**src/design/sgm_pkg.sv**
```systemverilog
// Shared types and constants for the Sobel gradient magnitude core.
// No dependencies; imported by the line RAM, the root unit and the top level.
`default_nettype none

package sgm_pkg;

    // Image geometry limits
    localparam int MAX_WIDTH   = 1024;
    localparam int MAX_HEIGHT  = 1024;
    localparam int LINE_ADDR_W = $clog2(MAX_WIDTH);
    localparam int COORD_W     = 10;
    localparam int SIZE_W      = 11;

    // Data widths
    localparam int PIXEL_W     = 8;
    localparam int GRAD_ABS_W  = 10;
    localparam int RADICAND_W  = 2 * GRAD_ABS_W + 1;
    localparam int ROOT_W      = 8;

    // Configuration register indexes
    localparam int CFG_INDEX_W = 1;
    localparam logic [CFG_INDEX_W-1:0] CFG_IMAGE_WIDTH  = 1'b0;
    localparam logic [CFG_INDEX_W-1:0] CFG_IMAGE_HEIGHT = 1'b1;

    // Reset sizes and the minimum size
    localparam logic [SIZE_W-1:0] RESET_WIDTH  = 11'd640;
    localparam logic [SIZE_W-1:0] RESET_HEIGHT = 11'd480;
    localparam logic [SIZE_W-1:0] MIN_SIZE     = 11'd3;

    typedef logic [PIXEL_W-1:0] pixel_t;

    // One line store entry: the row two above and the row one above
    typedef struct packed {
        pixel_t older;
        pixel_t newer;
    } line_word_t;

endpackage

`default_nettype wire

```
**src/design/sgm_isqrt.sv**
```systemverilog
// Iterative integer square root, one result bit per cycle, saturating at 255.
// Uses sgm_pkg for widths.
`default_nettype none

module sgm_isqrt
    import sgm_pkg::*;
(
    input  wire logic                  clk,
    input  wire logic                  rst_n,
    input  wire logic                  start,
    input  wire logic [RADICAND_W-1:0] radicand,
    output logic                       done,
    output logic [ROOT_W-1:0]          root
);

    localparam int BIT_W = $clog2(ROOT_W);
    localparam int SQ_W  = 2 * ROOT_W;

    logic                  active_reg;
    logic                  done_reg;
    logic [BIT_W-1:0]      bit_reg;
    logic [ROOT_W-1:0]     root_reg;
    logic [SQ_W-1:0]       rad_reg;
    logic [ROOT_W-1:0]     trial;
    logic [SQ_W-1:0]       trial_sq;

    // Trial root with the current bit set, and its square
    assign trial    = root_reg | (ROOT_W'(1) << bit_reg);
    assign trial_sq = trial * trial;

    // Control
    always_ff @(posedge clk or negedge rst_n)
    begin
        if (!rst_n)
        begin
            active_reg <= 1'b0;
            done_reg   <= 1'b0;
            bit_reg    <= '0;
        end
        else
        begin
            done_reg <= 1'b0;
            if (start)
            begin
                // anything at or above 256^2 saturates straight away
                if (radicand[RADICAND_W-1:SQ_W] != '0)
                begin
                    active_reg <= 1'b0;
                    done_reg   <= 1'b1;
                end
                else
                begin
                    active_reg <= 1'b1;
                    bit_reg    <= BIT_W'(ROOT_W - 1);
                end
            end
            else if (active_reg)
            begin
                if (bit_reg == '0)
                begin
                    active_reg <= 1'b0;
                    done_reg   <= 1'b1;
                end
                else
                begin
                    bit_reg <= bit_reg - 1'b1;
                end
            end
        end
    end

    // Datapath
    always_ff @(posedge clk)
    begin
        if (start)
        begin
            rad_reg <= radicand[SQ_W-1:0];
            if (radicand[RADICAND_W-1:SQ_W] != '0)
            begin
                root_reg <= '1;
            end
            else
            begin
                root_reg <= '0;
            end
        end
        else if (active_reg && (trial_sq <= rad_reg))
        begin
            root_reg <= trial;
        end
    end

    assign done = done_reg;
    assign root = root_reg;

endmodule

`default_nettype wire

```
**config.mk**
```make
export PLATFORM = sky130hd
export DESIGN_NAME = sgm_isqrt
export DESIGN_NICKNAME = d
export VERILOG_FILES = /design/src/design/sgm_pkg.sv /design/src/design/sgm_isqrt.sv
export SDC_FILE = /design/constraint.sdc
export NUM_CORES = 1
export LEC_CHECK = 0
export BUFFER_PORTS_ARGS = -buffer_cell sky130_fd_sc_hd__buf_4
export CORE_MARGIN = 2
export CORE_UTILIZATION = 35
export DETAILED_ROUTE_END_ITERATION = 16
export PLACE_DENSITY = 0.57
export SLEW_MARGIN = 25
export SYNTH_ARGS = -nofsm -noshare
export SYNTH_HDL_FRONTEND = slang
export SYNTH_SLANG_ARGS = --single-unit
```
**constraint.sdc**
```tcl
create_clock -name clk -period 6.1 [get_ports clk]
set_input_delay 0.61 -clock clk [delete_from_list [all_inputs] [get_ports clk]]
set_output_delay 0.61 -clock clk [all_outputs]
set_load 0.005 [all_outputs]
```
==> results by group, run 1 <==
Setup path
  – Worst setup endpoint: root[5]$_DFFE_PP_
  – WS Path Type: reg2reg
  – R2R cell count: 23
  – Setup crit end kind: register
  – WP data required: 6.14 ns
  – Arrival @ worst endpoint: 5.90 ns
  – Critical path launch point type: register
  – Worst setup path start: bit_reg[1]$_DFFE_PN0P_
  – Worst R2R Start: bit_reg[1]$_DFFE_PN0P_
  – R2r setup slk: 0.24 ns
  – Capture point of the worst reg-to-reg path: root[5]$_DFFE_PP_
  – Critical-path maximum fanout: 8

Layout
  – # diodes: 0
  – Layout Nets: 503
  – Largest register FFs: 16
  – Final core utilization: 45.58%
  – Synthesis-to-finish area growth: 27.76%
  – Fraction of layout instances using a drive strength above 1: 26.04%
  – Final Cell Area: 0.004151 sq mm

Floorplanning
  – Die W: 100.4 microns
  – Rows: 35
  – Die Area: 0.01007 sq mm
  – # IOs: 33
  – Die Y: 100.4 microns
  – Starting Density: 35.67%
  – Core Footprint: 0.009109 sq mm

Clocking
  – Clock sink count: 29
  – Htree depth: 2
  – Hold-fix buffers, CTS: 0
  – Clock-pin transition on the worst setup and hold timing paths: 0.06 ns
  – TritonCTS clock tree: yes
  – Clock latency at the later pin of the worst-skew pair: 0.28 ns
  – Clock root buffer: clkbuf_8
  – CTS buffer count: 5
  – Max clock buf depth: 2

Worst hold path
  – Worst Hold Class: in2async

Timing
  – Least-Margin Pin Slew: 0.3547 ns
  – Max frequency: 170.7 MHz
  – Slew Limit Fails: 0
  – Skew final: 0.004575 ns
  – Fin. Hold Viols: 0
  – Fin crit share: 96.03%
  – Rel. slew slack: 76.35%
  – Fin crit period: 5.858 ns
  – Final setup viols: 0

Logic synthesis
  – Synth Warn #: 0
  – Seq/Total Area, Yosys: 26.03%
  – Post-synthesis cell type count: 52
  – Synth Register Bits: 29
  – Post-synth EDFFs: 24
  – Syn nets: 436
  – Predominant post-synthesis flop cell: edfxtp_1
  – Ys async rst share: 17.24%
  – Syn Area/Cell: 9.585 sq um
  – Syn Inst Count: 339
  – Synthesized area: 0.003249 sq mm

Global routing
  – Global-route wire length before repair: 12,160 microns
  – Largest net degree at the start of global routing: 20
  – Total Routing Usage GR: 14.98%
  – GRT Residual Overflow: 0
  – Initial antenna violation count: 0
  – Vias in the first global route: 2,628

Drt
  – Iter 0 DRT Violations: 62
  – Via density: 5.035
  – Total number of vias: 2,608
  – Final wirelength: 7311 microns
  – First drt pass iteration count: 4
  – DRC violations left: 0
  – Post-DR wirelength/cell: 14.11 microns
  – DRT antenna net count: 0

Placement
  – DP Wirelength: 5966 microns
  – Final Wtd Congestion: 0.8461
  – Buffers on Ports: 32
  – Placed inst area: 0.003832 sq mm

Run status
  – Outcome: finished, final reports clean

Flow run
  – Number of max-cap violations: 0
[worst min path at each step]
| stage | cells after the start | end | start | slack (ns) |
|---|---|---|---|---|
| 2_1_floorplan | 0 | active_reg$_DFF_PN0_ | rst_n | 0.31 |
| 3_3_place_gp | 1 | bit_reg[2]$_DFFE_PN0P_ | rst_n | 0.42 |
| 3_5_place_dp | 1 | bit_reg[2]$_DFFE_PN0P_ | rst_n | 0.42 |
| 5_1_grt | 1 | bit_reg[2]$_DFFE_PN0P_ | rst_n | 0.12 |
| 4_1_cts | 1 | bit_reg[2]$_DFFE_PN0P_ | rst_n | 0.12 |
| 6_report | 1 | active_reg$_DFF_PN0_ | rst_n | 0.12 |
[per-stage QoR]
step	hold slack, ns	TNS (ns)	std cells	setup WS, ns
after floorplan	0.3144	0	339	0.05299
after global placement	0.4165	-0.3248	505	-0.04083
after detailed placement	0.4163	-0.7150	505	-0.08951
after CTS	0.1183	0	513	0.003773
after global routing	0.1223	-0.1452	518	-0.01989
final	0.1238	0	518	0.2422
[Yosys cell counts (2+ instances only)]
| library cell | number | area [sq um] |
|---|---|---|
| nor3_1 | 7 | 35.03 |
| nor2_1 | 27 | 101.4 |
| a21o_1 | 9 | 67.56 |
| ha_1 | 48 | 600.6 |
| dfrtp_1 | 5 | 125.1 |
| a211oi_1 | 2 | 15.01 |
| xnor2_1 | 9 | 78.83 |
| or2_2 | 2 | 12.51 |
| o31a_1 | 2 | 17.52 |
| nand2b_1 | 7 | 43.79 |
| edfxtp_1 | 24 | 720.7 |
| fa_1 | 25 | 500.5 |
| clkbuf_1 | 4 | 15.01 |
| inv_1 | 67 | 251.5 |
| a21oi_1 | 20 | 100.1 |
| nand3_1 | 4 | 20.02 |
| nand4_1 | 4 | 25.02 |
| or4_1 | 3 | 22.52 |
| a211o_1 | 2 | 17.52 |
| xor2_1 | 4 | 35.03 |
| o211ai_1 | 3 | 22.52 |
| o21ai_0 | 5 | 25.02 |
| nand2_1 | 14 | 52.55 |
| o311ai_0 | 2 | 17.52 |
| o21bai_1 | 2 | 15.01 |
| a21boi_0 | 10 | 75.07 |
| o21a_1 | 3 | 22.52 |
[cell families after synthesis]
logic type,share of synthesized area [%]
xor gates and xnor gates,3.504
and+or+nand+nor,12.17
muxes,0.6546
AOI/OAI and AO/OA,15.06
adders and majority gates,33.89
buffers and inverters,8.702
DFF,26.03
[what timing repair did]
item | in CTS | in global routing
buffers inserted | 0 | 5
cloned | 0 | 0
resized for setup | 5 | 40
pin swaps | 4 | 16
setup endpoints to repair | 8 | 8
[area by class of cell]
class                           instances  area [sq um]
Inverter                               67         254.0
Clock buffer                            5         68.82
Tap cell                              111         138.9
Sequential cell                        29         848.3
Multi-Input combinational cell        237          2297
Clock inverter                          3         12.51
Fill cell                             896          4957
Timing Repair Buffer                   66         531.8
[worst max-delay path: stages (launching register included)]
cell and delay, ns:
dfrtp_2 0.46, inv_4 0.10, buf_12 0.10, ha_4 0.12, a21o_1 0.21, nand2_2 0.08
fa_1 0.55, inv_2 0.05, fa_1 0.48, fa_1 0.49, inv_1 0.06, fa_1 0.53
inv_1 0.06, ha_4 0.23, a211o_1 0.30, a2111oi_4 0.37, o31a_1 0.20, a211oi_2 0.07
ha_1 0.30, nand2_1 0.05, o211ai_1 0.22, a211oi_1 0.08, a211o_1 0.34, buf_12 0.15
[cells in the final DEF, fill, tap and decap left out, drive strengths merged, types with 2 or more instances in the layout]
cell type   n
fa         25
a211oi      2
inv        67
o21bai      2
nand4       4
dfrtp       5
o211ai      3
o21ai       5
o31a        2
a21o        9
o311ai      2
nand2b      7
nor3        7
o21a        3
or4         3
nand2      14
xor2        4
nor2       27
clkinv      3
edfxtp     24
buf        66
clkbuf      5
xnor2       9
a21oi      21
nand3       4
a211o       2
ha         48
a21boi     10
or2         3
[layer usage]
metal  part of all wire (%)  global-route usage, %  vias to the layer above
met5                      0                      0                        -
met4                    1.2                  3.372                        0
met3                    2.6                  1.253                       12
met2                     52                  26.43                       50
met1                     44                  20.01                     1256
li1                       -                      -                     1290
Power of run 1 is left out: the tool's default activity adds up to more than one toggle a clock period on the data nets, which glitch-free logic cannot reach.
==> run 2, diff against run 1 <==
--- a/config.mk
+++ b/config.mk
@@ -9,7 +9,7 @@
 export CORE_MARGIN = 2
 export CORE_UTILIZATION = 35
 export DETAILED_ROUTE_END_ITERATION = 16
-export PLACE_DENSITY = 0.57
+export PLACE_DENSITY = 0.55
 export SLEW_MARGIN = 25
 export SYNTH_ARGS = -nofsm -noshare
 export SYNTH_HDL_FRONTEND = slang
==> constraint.sdc (replaced) <==
create_clock -name clk -period 6.4 [get_ports clk]
set_input_delay 0.64 -clock clk [delete_from_list [all_inputs] [get_ports clk]]
set_output_delay 0.64 -clock clk [all_outputs]
set_load 0.005 [all_outputs]
==> run 2 against run 1 <==
- sequential share of layout area grew 1.4 points
- maximum frequency shrank 3.6%
- die area is the same
- wire length shrank 5.6%
- register-to-register slack gained 0.08 ns
- cell count shrank 3.9%
- count of clock-buffer cells in the layout grew 1
- global-route usage shrank 0.52 points
- core utilization shrank 3.0 points
- worst setup slack gained 0.078 ns
- critical path depth shrank 1
- first-iteration DRC count grew 15%
==> results by group, run 2 (synthesized netlist as in run 1, its figures left out) <==
Floorplanning
  – Die Area: 0.01007 sq mm (unchanged)
  – Rows: 35 (unchanged)
  – Die W: 100.4 microns (unchanged)
  – # IOs: 33 (unchanged)
  – Die Y: 100.4 microns (unchanged)
  – Starting Density: 35.67% (unchanged)
  – Core Footprint: 0.009109 sq mm (unchanged)

Clocking
  – TritonCTS clock tree: yes
  – Hold-fix buffers, CTS: 0 (unchanged)
  – Post-CTS Setup Inserts: 0 (unchanged)
  – Htree depth: 2 (unchanged)
  – Clock-pin transition on the worst setup and hold timing paths: 0.06 ns (about the same)
  – Clock root buffer: clkbuf_8
  – Clock latency at the later pin of the worst-skew pair: 0.28 ns (about the same)
  – CTS buffer count: 5 (unchanged)
  – Max clock buf depth: 2 (unchanged)
  – Clock sink count: 29 (unchanged)

Timing
  – Slew Limit Fails: 0 (unchanged)
  – Final setup margin: 0.3205 ns (+0.07836 ns)
  – Max frequency: 164.5 MHz (-3.6%)
  – Skew final: 0.007850 ns (+0.003275 ns)
  – Fin crit share: 94.99% (-1.0 points)
  – Least-Margin Pin Slew: 0.3579 ns (+0.003150 ns)
  – Rel. slew slack: 76.14% (-0.21 points)
  – Final setup viols: 0 (unchanged)
  – Fin. Hold Viols: 0 (unchanged)
  – Fin crit period: 6.079 ns (+0.2216 ns)
  – Total Negative Setup Slacks: 0 ns (unchanged)

Setup path
  – CP Cell Sequence: inv_1, ha_1, a21oi_2, nor2_1, fa_1, fa_1, inv_1, fa_1, fa_1, inv_1, ha_1, o211ai_1, a21oi_1, buf_4, o311ai_1, o311ai_2, ha_1, a21oi_1, o211ai_1, a211oi_1, a211o_1, buf_12
  – Arrival @ worst endpoint: 6.08 ns (+0.18 ns)
  – Slowest-stage cell, CP: fa_1
  – Buffers and inverters on the worst path: 5 (-1)
  – Worst path max stage delay: 0.55 ns (about the same)
  – CP top delay family: adder cells
  – Setup crit end kind: register
  – WS Path Type: reg2reg
  – Critical-path maximum fanout: 8 (unchanged)
  – Critical path launch point type: register
  – Most repeated library cell on the critical path: fa_1
  – WP data required: 6.40 ns (+0.26 ns)

Drt
  – DRT antenna net count: 0 (unchanged)
  – First drt pass iteration count: 4 (unchanged)
  – Iter 0 DRT Violations: 71 (+15%)
  – DRC violations left: 0 (unchanged)
  – Post-DR wirelength/cell: 13.86 microns (-1.8%)
  – Total number of vias: 2,497 (-4.3%)
  – Final wirelength: 6903 microns (-5.6%)
  – Via density: 5.014 (-0.41%)

Placement
  – Pre-CTS setup slack: 0.06165 ns (+0.1512 ns)
  – Placed inst area: 0.003715 sq mm (-3.1%)
  – Buffers on Ports: 32 (unchanged)
  – Final Wtd Congestion: 0.9211 (+8.9%)
  – DP Wirelength: 5716 microns (-4.2%)

Layout
  – Final Cell Area: 0.003877 sq mm (-6.6%)
  – # diodes: 0 (unchanged)
  – Fraction of layout instances using a drive strength above 1: 17.31% (-8.7 points)
  – Fillers: 926 (+3.3%)
  – Most common cell after layout, fill and taps aside: inv_1
  – Synthesis-to-finish area growth: 19.33%
  – Most frequent cells in the layout: 65 x inv_1, 47 x ha_1, 45 x buf_4
  – Layout Nets: 483 (-4.0%)
  – Largest register FFs: 16 (unchanged)

Worst hold path
  – Worst Hold Class: in2async

Global routing
  – Vias in the first global route: 2,510 (-4.5%)
  – GRT Residual Overflow: 0 (unchanged)
  – Largest net degree at the start of global routing: 20 (unchanged)
  – Initial antenna violation count: 0 (unchanged)
  – Total Routing Usage GR: 14.46% (-0.52 points)
  – Global-route wire length before repair: 11,610 microns (-4.5%)

Run status
  – Outcome: finished, final reports clean

Flow run
  – Number of max-cap violations: 0 (unchanged)
## run 2: changes by cell type in the layout (fill, tap and decap cells not counted), sizes merged
| cell | before | now |
|---|---|---|
| buf | 66 | 46 |
| clkinv | 3 | 1 |
| bufinv | 0 | 1 |
| clkbuf | 5 | 6 |
## run 2: per-layer routing
layer	GRT usage [%]	part of all wire, %
met5	0	0
met4	2.845	0.88
met3	1.532	1.6
met2	25.71	50
met1	19.11	47
## run 2: worst register-to-register path: stages (launching register included)
cell and delay, ns:
dfrtp_1 0.41, inv_1 0.11, ha_1 0.25, a21oi_2 0.29, nor2_1 0.15, fa_1 0.53, fa_1 0.54, inv_1 0.05
fa_1 0.50, fa_1 0.55, inv_1 0.04, ha_1 0.33, o211ai_1 0.10, a21oi_1 0.09, buf_4 0.16, o311ai_1 0.33
o311ai_2 0.17, ha_1 0.31, a21oi_1 0.15, o211ai_1 0.13, a211oi_1 0.26, a211o_1 0.21, buf_12 0.13
## run 2: final cells by class
class	count	area [sq um]	share of cell area, %
well taps	111	138.9	3.582
multi-input cells	237	2177	56.15
clock buffers	6	72.57	1.872
clock inverters	2	33.78	0.8712
repair buffers	46	357.8	9.229
inverters	67	251.5	6.486
flip-flops and latches	29	845.8	21.81
## run 2: final timing paths
path                       slack, ns  depth (start not counted)                    from                endpoint
setup / recovery                0.32                         22  bit_reg[1]$_DFFE_PN0P_       root[6]$_DFFE_PP_
max in group asynchronous       6.15                          1                   rst_n  bit_reg[2]$_DFFE_PN0P_
min in group clk                0.53                          1             radicand[4]    rad_reg[4]$_DFFE_PP_
hold / removal                  0.15                          1                   rst_n    active_reg$_DFF_PN0_
setup reg to reg                0.32                         22  bit_reg[1]$_DFFE_PN0P_       root[6]$_DFFE_PP_
hold reg to reg                 0.63                          2    active_reg$_DFF_PN0_          done$_DFF_PN0_
## run 2: what timing repair did
action	in CTS	in global routing
endpoints found under the hold margin	0	0
endpoints found under the setup margin	0	8
resized for setup	0	15
## run 2: metrics by stage
step,instances,hold WS (ns),util [%]
2_1_floorplan,339,0.3444,-
3_3_place_gp,490,0.4438,40.78
3_5_place_dp,490,0.4459,40.78
4_1_cts,498,0.1461,41.95
5_1_grt,498,0.1403,42.57
6_report,498,0.1454,42.57
Power of run 2 is left out for the same reason.
